File: src/glyph_lru_cache_defines.svh
// ----------------------------------------------------------------------------
// Glyph cache assertion macros
// Check macros used at the end of the cache module; empty under synthesis.
// ----------------------------------------------------------------------------
`ifndef GLYPH_LRU_CACHE_DEFINES_SVH
`define GLYPH_LRU_CACHE_DEFINES_SVH
`ifndef SYNTHESIS
`define GLC_ASSERT(lbl, prop, msg) \
	lbl: assert property (@(posedge clk) disable iff (!arst_n) (prop)) else $error(msg);
`define GLC_ASSERT_NEXT(lbl, pre, post, msg) \
	lbl: assert property (@(posedge clk) disable iff (!arst_n) (pre) |=> (post)) \
		else $error(msg);
`else
`define GLC_ASSERT(lbl, prop, msg)
`define GLC_ASSERT_NEXT(lbl, pre, post, msg)
`endif
`endif

File: src/glc_pkg.sv
// ----------------------------------------------------------------------------
// Glyph cache package
// Sizes, beat types, stored entry layout and controller states.
// ----------------------------------------------------------------------------
package glc_pkg;
	localparam int CAPACITY = 64;
	localparam int IDX_W = (CAPACITY > 1) ? $clog2(CAPACITY) : 1;
	localparam int CNT_W = $clog2(CAPACITY + 1);

	localparam logic OP_FIND = 1'b0;
	localparam logic OP_ADD  = 1'b1;

	typedef struct packed {
		logic        opcode;
		logic [20:0] code_point;
		logic [7:0]  font_id;
		logic [15:0] image_handle;
		logic [9:0]  glyph_advance;
	} req_t;

	typedef struct packed {
		logic        hit;
		logic [15:0] found_handle;
		logic [9:0]  found_advance;
		logic        evicted;
		logic [15:0] evicted_handle;
	} rsp_t;

	// age: recency rank, 0 most recent; ins: insertion rank, 0 newest
	typedef struct packed {
		logic [20:0]      code;
		logic [7:0]       font;
		logic [15:0]      handle;
		logic [9:0]       advance;
		logic [IDX_W-1:0] age;
		logic [IDX_W-1:0] ins;
	} entry_t;

	localparam int ENTRY_W = $bits(entry_t);

	typedef enum logic [3:0] {
		S_IDLE = 4'b0001,
		S_SCAN = 4'b0010,
		S_UPD  = 4'b0100,
		S_DONE = 4'b1000
	} state_t;
endpackage

File: src/glc_ram.sv
// ----------------------------------------------------------------------------
// Generic RAM
// One write port, one read port, read data registered.
// ----------------------------------------------------------------------------
module glc_ram #(
	parameter int WIDTH = 8,
	parameter int DEPTH = 16
) (
	clk,
	we,
	waddr,
	wdata,
	raddr,
	rdata
);
	localparam int AW = (DEPTH > 1) ? $clog2(DEPTH) : 1;

	input  logic             clk;
	input  logic             we;
	input  logic [AW-1:0]    waddr;
	input  logic [WIDTH-1:0] wdata;
	input  logic [AW-1:0]    raddr;
	output logic [WIDTH-1:0] rdata;

	logic [WIDTH-1:0] mem [DEPTH];

	always_ff @(posedge clk) begin
		if (we) begin
			mem[waddr] <= wdata;
		end
		rdata <= mem[raddr];
	end
endmodule

File: src/glyph_lru_cache.sv
// Font 0 requests go straight to the response; a find miss takes a scan pass, an add
// with a free slot an update pass, and a find hit or a full add a scan pass then an
// update pass, one entry per cycle through the RAM.
// One request in flight; the next is accepted from the cycle in which rsp_valid
// rises, or later while the previous response still waits.
// Reset clears the entry count and control; entry RAM contents need no clear.
// ----------------------------------------------------------------------------
// Glyph LRU cache
// Fully associative glyph cache in one entry RAM, scanned and updated per beat.
// ----------------------------------------------------------------------------
`include "glyph_lru_cache_defines.svh"

module glyph_lru_cache (
	input  logic          clk,
	input  logic          arst_n,
	input  logic          req_valid,
	output logic          req_ready,
	input  glc_pkg::req_t req,
	output logic          rsp_valid,
	input  logic          rsp_ready,
	output glc_pkg::rsp_t rsp
);
	import glc_pkg::*;

	state_t            state_q;
	logic [CNT_W-1:0]  cnt_q;
	logic [CNT_W-1:0]  rd_q;
	logic [CNT_W-1:0]  end_q;
	logic              pend_s1;
	logic [IDX_W-1:0]  idx_s1;
	req_t              req_q;
	logic              hit_q;
	logic              ev_q;
	logic [IDX_W-1:0]  bidx_q;
	logic [IDX_W-1:0]  bage_q;
	logic [IDX_W-1:0]  bins_q;
	logic [15:0]       bhandle_q;
	logic [9:0]        badv_q;
	rsp_t              rsp_q;
	logic              rsp_valid_q;

	logic              issue;
	logic              we;
	entry_t            rd_e;
	entry_t            wr_e;
	logic [ENTRY_W-1:0] rdata;
	logic              key_match;
	logic              pass_done;

	assign issue     = ((state_q == S_SCAN) || (state_q == S_UPD)) && (rd_q < end_q);
	assign pass_done = !issue && !pend_s1;
	assign we        = (state_q == S_UPD) && pend_s1;
	assign rd_e      = entry_t'(rdata);
	assign key_match = (rd_e.code == req_q.code_point) && (rd_e.font == req_q.font_id);

	glc_ram #(
		.WIDTH(ENTRY_W),
		.DEPTH(CAPACITY)
	) u_ram (
		.clk  (clk),
		.we   (we),
		.waddr(idx_s1),
		.wdata(ENTRY_W'(wr_e)),
		.raddr(rd_q[IDX_W-1:0]),
		.rdata(rdata)
	);

	// modify the entry read last cycle
	always_comb begin
		wr_e = rd_e;
		if (req_q.opcode == OP_FIND) begin
			if (idx_s1 == bidx_q) begin
				wr_e.age = '0;
			end else if (rd_e.age < bage_q) begin
				wr_e.age = rd_e.age + IDX_W'(1);
			end
		end else if (idx_s1 == bidx_q) begin
			wr_e.code    = req_q.code_point;
			wr_e.font    = req_q.font_id;
			wr_e.handle  = req_q.image_handle;
			wr_e.advance = req_q.glyph_advance;
			wr_e.age     = '0;
			wr_e.ins     = '0;
		end else begin
			wr_e.age = rd_e.age + IDX_W'(1);
			if (!ev_q || (rd_e.ins < bins_q)) begin
				wr_e.ins = rd_e.ins + IDX_W'(1);
			end
		end
	end

	always_ff @(posedge clk or negedge arst_n) begin
		if (!arst_n) begin
			state_q     <= S_IDLE;
			cnt_q       <= '0;
			rd_q        <= '0;
			end_q       <= '0;
			pend_s1     <= 1'b0;
			hit_q       <= 1'b0;
			ev_q        <= 1'b0;
			rsp_valid_q <= 1'b0;
		end else begin
			pend_s1 <= issue;
			if (issue) begin
				rd_q <= rd_q + CNT_W'(1);
			end
			if ((state_q == S_DONE) && (!rsp_valid_q || rsp_ready)) begin
				rsp_valid_q <= 1'b1;
			end else if (rsp_valid_q && rsp_ready) begin
				rsp_valid_q <= 1'b0;
			end
			case (state_q)
				S_IDLE: begin
					if (req_valid) begin
						hit_q <= 1'b0;
						ev_q  <= 1'b0;
						rd_q  <= '0;
						if (req.font_id == 8'd0) begin
							state_q <= S_DONE;
						end else if (req.opcode == OP_FIND) begin
							end_q   <= cnt_q;
							state_q <= S_SCAN;
						end else if (cnt_q == CNT_W'(CAPACITY)) begin
							ev_q    <= 1'b1;
							end_q   <= cnt_q;
							state_q <= S_SCAN;
						end else begin
							end_q   <= cnt_q + CNT_W'(1);
							state_q <= S_UPD;
						end
					end
				end
				S_SCAN: begin
					if (pend_s1) begin
						if (req_q.opcode == OP_FIND) begin
							if (key_match && (!hit_q || (rd_e.ins < bins_q))) begin
								hit_q <= 1'b1;
							end
						end else if (!hit_q || (rd_e.age >= bage_q)) begin
							hit_q <= 1'b1;
						end
					end
					if (pass_done) begin
						rd_q <= '0;
						if ((req_q.opcode == OP_FIND) && !hit_q) begin
							state_q <= S_DONE;
						end else begin
							state_q <= S_UPD;
						end
					end
				end
				S_UPD: begin
					if (pass_done) begin
						if ((req_q.opcode == OP_ADD) && !ev_q) begin
							cnt_q <= cnt_q + CNT_W'(1);
						end
						state_q <= S_DONE;
					end
				end
				S_DONE: begin
					if (!rsp_valid_q || rsp_ready) begin
						state_q <= S_IDLE;
					end
				end
				default: begin
					state_q <= S_IDLE;
				end
			endcase
		end
	end

	// payload: request hold, best match / victim capture, result
	always_ff @(posedge clk) begin
		if ((state_q == S_IDLE) && req_valid) begin
			req_q  <= req;
			bidx_q <= cnt_q[IDX_W-1:0];
		end
		if ((state_q == S_SCAN) && pend_s1) begin
			if (((req_q.opcode == OP_FIND) && key_match && (!hit_q || (rd_e.ins < bins_q)))
				|| ((req_q.opcode == OP_ADD) && (!hit_q || (rd_e.age >= bage_q)))) begin
				bidx_q    <= idx_s1;
				bage_q    <= rd_e.age;
				bins_q    <= rd_e.ins;
				bhandle_q <= rd_e.handle;
				badv_q    <= rd_e.advance;
			end
		end
		if (issue) begin
			idx_s1 <= rd_q[IDX_W-1:0];
		end
		if ((state_q == S_DONE) && (!rsp_valid_q || rsp_ready)) begin
			rsp_q.hit            <= (req_q.opcode == OP_FIND) && hit_q;
			rsp_q.found_handle   <= ((req_q.opcode == OP_FIND) && hit_q) ? bhandle_q : 16'd0;
			rsp_q.found_advance  <= ((req_q.opcode == OP_FIND) && hit_q) ? badv_q : 10'd0;
			rsp_q.evicted        <= ev_q;
			rsp_q.evicted_handle <= ev_q ? bhandle_q : 16'd0;
		end
	end

	assign req_ready = (state_q == S_IDLE);
	assign rsp_valid = rsp_valid_q;
	assign rsp       = rsp_q;

	`GLC_ASSERT(a_cnt_range, cnt_q <= CNT_W'(CAPACITY), "entry count above capacity")
	`GLC_ASSERT(a_idle_quiet, (state_q == S_IDLE) |-> !pend_s1, "read pending while idle")
	`GLC_ASSERT_NEXT(a_upd_done, (state_q == S_UPD) && pass_done, state_q == S_DONE, "update pass did not finish")
	`GLC_ASSERT_NEXT(a_cnt_idle, state_q == S_IDLE, cnt_q == $past(cnt_q), "count moved outside update")
endmodule

File: config.mk
export PLATFORM = sky130hd
export DESIGN_NAME = glyph_lru_cache
export DESIGN_NICKNAME = d
export VERILOG_FILES = /design/src/glc_pkg.sv /design/src/glc_ram.sv /design/src/glyph_lru_cache.sv
export VERILOG_INCLUDE_DIRS = /design/src /design/src/src
export SDC_FILE = /design/constraint.sdc
export NUM_CORES = 2
export LEC_CHECK = 0
export ABC_CLOCK_PERIOD_IN_PS = 6500
export BUFFER_PORTS_ARGS = -buffer_cell sky130_fd_sc_hd__buf_2
export CORE_MARGIN = 10
export CORE_UTILIZATION = 28
export DETAILED_ROUTE_END_ITERATION = 8
export SYNTH_ARGS = -nofsm -noshare
export SYNTH_HDL_FRONTEND = slang
export SYNTH_MEMORY_MAX_BITS = 65536
export SYNTH_SLANG_ARGS = --single-unit
File: constraint.sdc
create_clock -name clk -period 6.5 [get_ports clk]
set_input_delay 0.325 -clock clk [delete_from_list [all_inputs] [get_ports clk]]
set_output_delay 0.325 -clock clk [all_outputs]
set_load 0.005 [all_outputs]
Word-level counts from Yosys, hierarchy flattened:

Memory sizes are Yosys's and may differ from the RTL's. A register that Yosys moved wholly into a read port is not among the register bits.
Index checks and enable logic that the tools add are counted.
W data, S select, Z words.

* bitwise gates (word level): 2
* mux-type cells: 39
* equality and inequality tests: 15
* multipliers: 0
* divide/modulo/power cells: 0
* reduce and logical (&&, ||, !) cells: 35
* order comparisons: 4
* $add $sub $neg: 4
* shifts and indexed selects: 0

Operators by type and width (number)
* $mux W55: 2
* $mux W6: 8
* $mux W7: 5
* $mux W4: 6
* $eq A21 B21 Y1: 1
* $pmux W4 S4: 1
* $logic_and A1 B1 Y1: 15
* $add A7 B1 Y7 const B: 2
* $pmux W7 S2: 1
* $add A6 B1 Y6 const B: 2
* $lt A6 B6 Y1: 2
* $mux W1: 12
* $mux W12: 1
* $eq A8 B8 Y1: 1
* $logic_not A8 Y1: 1
* $ne A2 B2 Y1 const B: 4
* $eq A7 B7 Y1 const B: 1
* $lt A7 B7 Y1: 1
* $eq A6 B6 Y1: 1
* $ge A6 B6 Y1: 1
* $logic_or A1 B1 Y1: 6
* $mux W3: 2
* $ne A3 B2 Y1 const B: 2
* $reduce_and A3 Y1: 2
* other kinds (12): 19

* logic and storage cells: 124
* output and inout port bits: 46
* bits in latches: 0
* memories: 1
* RAM bits: 4288
* bits in read-only memories: 0
* register bits: 179

Memories
* u_ram.mem: depth 64, width 67, read ports 1, clocked after memory_dff 1, wr ports 1, line glc_ram.sv:25 `logic [WIDTH-1:0] mem [DEPTH];`

Longest topological paths before layout:

* depth in word-level cells: 7
* depth in mapped cells: 12
* depth with buffers taken out: 9

Cells and area by module:

Synthesis repeated with hierarchy kept, for this count alone.

* cell total of the unflattened synthesis: 7689
* area, all modules: 172126.3 um^2

Modules (own cells, without submodules)
* glc_ram: area an instance 163947.2 um^2, cells an instance 7102, instances 1, seq. area each 130104.8 um^2
* glyph_lru_cache: area an instance 8179.1 um^2, cells an instance 587, instances 1, seq. area each 5171.2 um^2

Least setup slack after synthesis:

Ideal clock, no wire load.

* path type: reg2reg
* start: register bins_q[3]
* end: memory u_ram.mem[0][4] (netlist bit), data pin
* required time: 5.593 ns
* cell stages (with the launch flop): 9
* clock period less this slack: 6.082 ns
* library setup time: 0.907 ns
* arrival: 5.175 ns
* setup slack: 0.418 ns
* cell sequence: edfxtp_1 > inv_1 > ha_1 > a21o_1 > a21oi_1 > o21ai_1 > a21oi_1 > o21ai_1 > o41ai_1

* longest elaborated chain between the ends: 5

Ends and longest elaborated chain
* start: declaration: line glyph_lru_cache.sv:36 `logic [IDX_W-1:0] bins_q;`
* start signal: assignment: line glyph_lru_cache.sv:183 `bins_q <= rd_e.ins;`
* $lt A6 B6 Y1: line glyph_lru_cache.sv:86 `if (!ev_q || (rd_e.ins < bins_q)) begin`
* $logic_or A1 B1 Y1: line glyph_lru_cache.sv:86
* $mux W6: line glyph_lru_cache.sv:86
* $mux W12: line glyph_lru_cache.sv:77 `end else if (idx_s1 == bidx_q) begin`
* $mux W6: line glyph_lru_cache.sv:71 `if (req_q.opcode == OP_FIND) begin`
* via u_ram.wdata[4]: line glc_ram.sv:21 `input logic [WIDTH-1:0] wdata;`
* end: declaration: line glc_ram.sv:25

The timed path passes the listed nets, and every way through them passes these cells.

Worst setup path in the final report:

* start: register u_ram.rdata[45] (read register of u_ram.mem)
* end: register bhandle_q[4], enable pin

* longest elaborated chain between the ends: 6

Ends and longest elaborated chain
* start: declaration: line glc_ram.sv:23 `output logic [WIDTH-1:0] rdata;`
* $eq A8 B8 Y1: line glyph_lru_cache.sv:54 `assign key_match = (rd_e.code == req_q.code_point) && (rd_e.font == req_q.font_id);`
* $logic_and A1 B1 Y1: line glyph_lru_cache.sv:54
* $logic_and A1 B1 Y1 (2 in a row): line glyph_lru_cache.sv:179 `if (((req_q.opcode == OP_FIND) && key_match && (!hit_q || (rd_e.ins < bins_q)))`
* $logic_or A1 B1 Y1: line glyph_lru_cache.sv:180 `|| ((req_q.opcode == OP_ADD) && (!hit_q || (rd_e.age >= bage_q)))) begin`
* $reduce_and A2 Y1 (no line)
* end signal: assignment: line glyph_lru_cache.sv:184 `bhandle_q <= rd_e.handle;`
* end: declaration: line glyph_lru_cache.sv:37 `logic [15:0] bhandle_q;`

No other way between the ends.
A chain may end at the register's enable or synchronous reset.

==> results.json <==
{
  "status": "finished, violations left",
  "num_rows": 288,
  "p_leak_nw": 59.9,
  "grt_util_all_layers_pct": 15.6,
  "cp_common_cell": "nor4_1",
  "grt_pass1_vias": 86500,
  "antenna_found_initial": 31,
  "synth_cells": 7617,
  "worstPathRequired_ns": 7.08,
  "fmax_ghz": 0.202,
  "die_w_um": 805,
  "peakVddDrop_v": 0.000239,
  "end_kind": "flip-flop",
  "route.vias.total": 86700,
  "netSwitchingPower_mw": 17.3,
  "tightest_slew_ns": 1.50,
  "p_int_mw": 52.1,
  "htreeDepth": 5,
  "final_common_cell": "edfxtp_1",
  "setup_tns_ns": 0,
  "total_power_mw": 69.5,
  "final_cell_mix": "edfxtp_1 (4432), mux4_2 (1111), clkbuf_16 (414), nand2_1 (302), buf_4 (270)",
  "drc": 0,
  "grt_pass1_wl_um": 721000,
  "startpoint_type": "flip-flop",
  "fp.dieH_um": 805,
  "sequentialPowerShare_pct": 50.4,
  "whs_ns": 0.0642,
  "ios": 106,
  "dieArea_um2": 648000,
  "maxCapViolCount": 2,
  "cts_sinks": 4534,
  "via_per_inst": 5.22,
  "ctsResizeCount": 0,
  "powerDensity_nw_per_um2": 348,
  "setup-violations-final": 0,
  "syn-num-nets": 7699,
  "clockRootBuffer": "clkbuf_16",
  "cp.arrival_ns": 5.53,
  "yosysSeqAreaShare_pct": 78.4,
  "swShare_pct": 25.0,
  "comb_power_share_pct": 13.1,
  "synth_edf_count": 4432,
  "synthTopCellsByArea": "edfxtp_1 (77%), mux4_2 (14%), mux2i_1 (1.5%)",
  "cts_tree": "done",
  "layout-drive-gt1-share_pct": 27.2,
  "worst_setup_hold_path_clk_slew_ns": 0.07,
  "power_frac_clock_pct": 36.6,
  "hold_viol_final": 0,
  "cp.buffers_inverters": 1,
  "relSlewSlack_pct": -0.389,
  "failed_checks": "capacitance limit, slew limit",
  "async_flop_share_pct": 0.640,
  "syn_avg_cell_area_um2": 22.7,
  "grt_overflow": 0,
  "worstSetupPathType": "flip-flop to flip-flop",
  "synthesis.area_um2": 173000,
  "slew_viol_final": 21,
  "fin_crit_sh_pct": 76.2,
  "numCtsBuffers": 413,
  "ys_warn_count": 0,
  "syn2layout_area_growth_pct": 15.8,
  "dr.first_iter.drc_count": 12500,
  "grt_max_degree": 116,
  "drt-pass1-iter-count": 5,
  "dp_hpwl_um": 279000,
  "grt_setup_unrepaired": "false",
  "cp_max_fo": 37,
  "yosysTopAreaCell": "edfxtp_1",
  "final_core_util_pct": 32.5,
  "hold_path_class": "input port to flip-flop",
  "final.fill_count": 57400,
  "cts.path.max_buffers": 4,
  "synth_seq_cells": 4534,
  "clock_skew_ns": 0.101,
  "crit_chain": "xor2_2, nor4_1, nand4_1, nor4_1, o21ai_0, a21oi_4, buf_4",
  "critPathSlowestCell": "nor4_1",
  "core_um2": 615000,
  "nNetsFinal": 8205,
  "fin_crit_ns": 4.95,
  "synth_ff_type": "edfxtp_1",
  "synth_top_area_share_pct": 77.1,
  "cts_setup_buffers": 0,
  "start_util_pct": 28.1,
  "port_buffers": 105,
  "drt-total-wl_um": 527000,
  "cpPeakStageDelay_ns": 1.29,
  "finalWeightedCongestion": 0.798,
  "clock_latency_ns": 1.05,
  "synthDistinctLibCells": 64,
  "avgRoutedWirePerCell_um": 31.7,
  "cp_top_family": "simple AND/OR/NAND/NOR gates",
  "ant_nets": 0
}
## metrics by stage
step                      area, um2  cells  setup slack (ns)
after CTS                    200000  16600              1.71
after detailed placement     185000  15800              1.80
after global routing         200000  16600              1.64
after global placement       185000  15800              1.72
after floorplan              173000   7617             0.418
final                        200000  16600              1.55
## Yosys cell counts (4+ instances only)
cell / number
nand3b_1: 7
or3_1: 6
o21ai_1: 18
a221oi_1: 23
nand3_1: 22
buf_1: 32
buf_4: 58
o211ai_1: 4
a31oi_1: 23
a22oi_1: 31
and2_1: 88
xnor2_1: 32
buf_6: 37
mux2_2: 30
a211oi_1: 49
o21ai_0: 67
a21oi_1: 107
mux4_2: 1111
dfrtp_1: 28
nor4_1: 9
nand2_1: 307
edfxtp_1: 4432
a2111oi_0: 22
nor3_1: 32
nand2b_1: 11
and3_1: 5
o221ai_1: 67
nor2_1: 148
a21o_1: 9
clkbuf_1: 179
xor2_1: 24
buf_2: 100
ha_1: 22
o22ai_1: 69
mux2i_1: 252
dfxtp_1: 73
nand4_1: 12
nor2b_1: 7
inv_1: 26
## layer usage
metal  part of all wire [%]  up-vias  track usage [%]  routed length (um)
met2                     47     5347             25.5              250000
met3                     11      980             3.55               56500
met5                  0.015        -                0                  78
li1                       -    33200                -                   -
met1                     38    47200             20.6              198000
met4                    4.2       10             5.61               22000
## power by group through the flow
stage | logic, mW | clock network, mW | registers (mW)
2_1_floorplan | 6.03 | 0 | 35.5
3_3_place_gp | 8.79 | 0 | 35.6
3_5_place_dp | 9.08 | 0 | 35.6
4_1_cts | 9.13 | 25.7 | 35.0
5_1_grt | 9.69 | 26.8 | 35.0
6_report | 9.08 | 25.4 | 35.0
## sequential cells by signal, summed over array words and instances, names as in the netlist
register and count:
badv_q 10, req_q 56, pend_s1 1, bins_q 6
end_q 7, bhandle_q 16, cnt_q 7, hit_q 1
rsp_valid 1, ev_q 1, idx_s1 6, bidx_q 6
state_q 4, u_ram.rdata 67, rd_q 7, bage_q 6
rsp 44, u_ram.mem 4288
## path summary, 6_finish.rpt
check	start	to	slack, ns	cells after the start
setup / recovery	u_ram.rdata[45]	bhandle_q[4]	1.55	7
hold / removal	req[46]	req_q[46]	0.06	2
setup reg to reg	u_ram.rdata[45]	bhandle_q[4]	1.55	7
hold reg to reg	u_ram.rdata[34]	bhandle_q[12]	0.43	0
max in group asynchronous	arst_n	rd_q[1]	5.75	2
min in group asynchronous	arst_n	rd_q[3]	0.18	2
## cells by family (layout without fill, tap and decap cells)
group | after synthesis | after routing | share of synthesized area [%]
multiplexers | 1393 | 1393 | 16.2
flip-flops | 4534 | 4534 | 78.4
adder cells (fa/ha/maj) | 22 | 22 | 0.159
AND/OR/NAND/NOR | 668 | 668 | 1.74
XOR/XNOR | 56 | 56 | 0.284
other | 0 | 8 | 0
buffers and inverters | 434 | 1293 | 1.30
AO/OA/AOI/OAI | 510 | 510 | 1.97
## area by class of cell
cell class	instances	area (um2)	area share (%)
Antenna cell	8	20.0	0.0100
Timing Repair Buffer	497	4310	2.16
Multi-Input combinational cell	2649	35800	17.9
Clock buffer	521	11000	5.48
Clock inverter	247	3190	1.59
Tap cell	8120	10200	5.08
Sequential cell	4534	135000	67.7
Inverter	28	118	0.0589
## repair_timing
action / in CTS / in global routing
hold endpoints to repair: 110 / 0
hold buffers: 69 / 0
endpoints found under the setup margin: 0 / 0
Note: power is estimated with default switching activity, not from simulation.
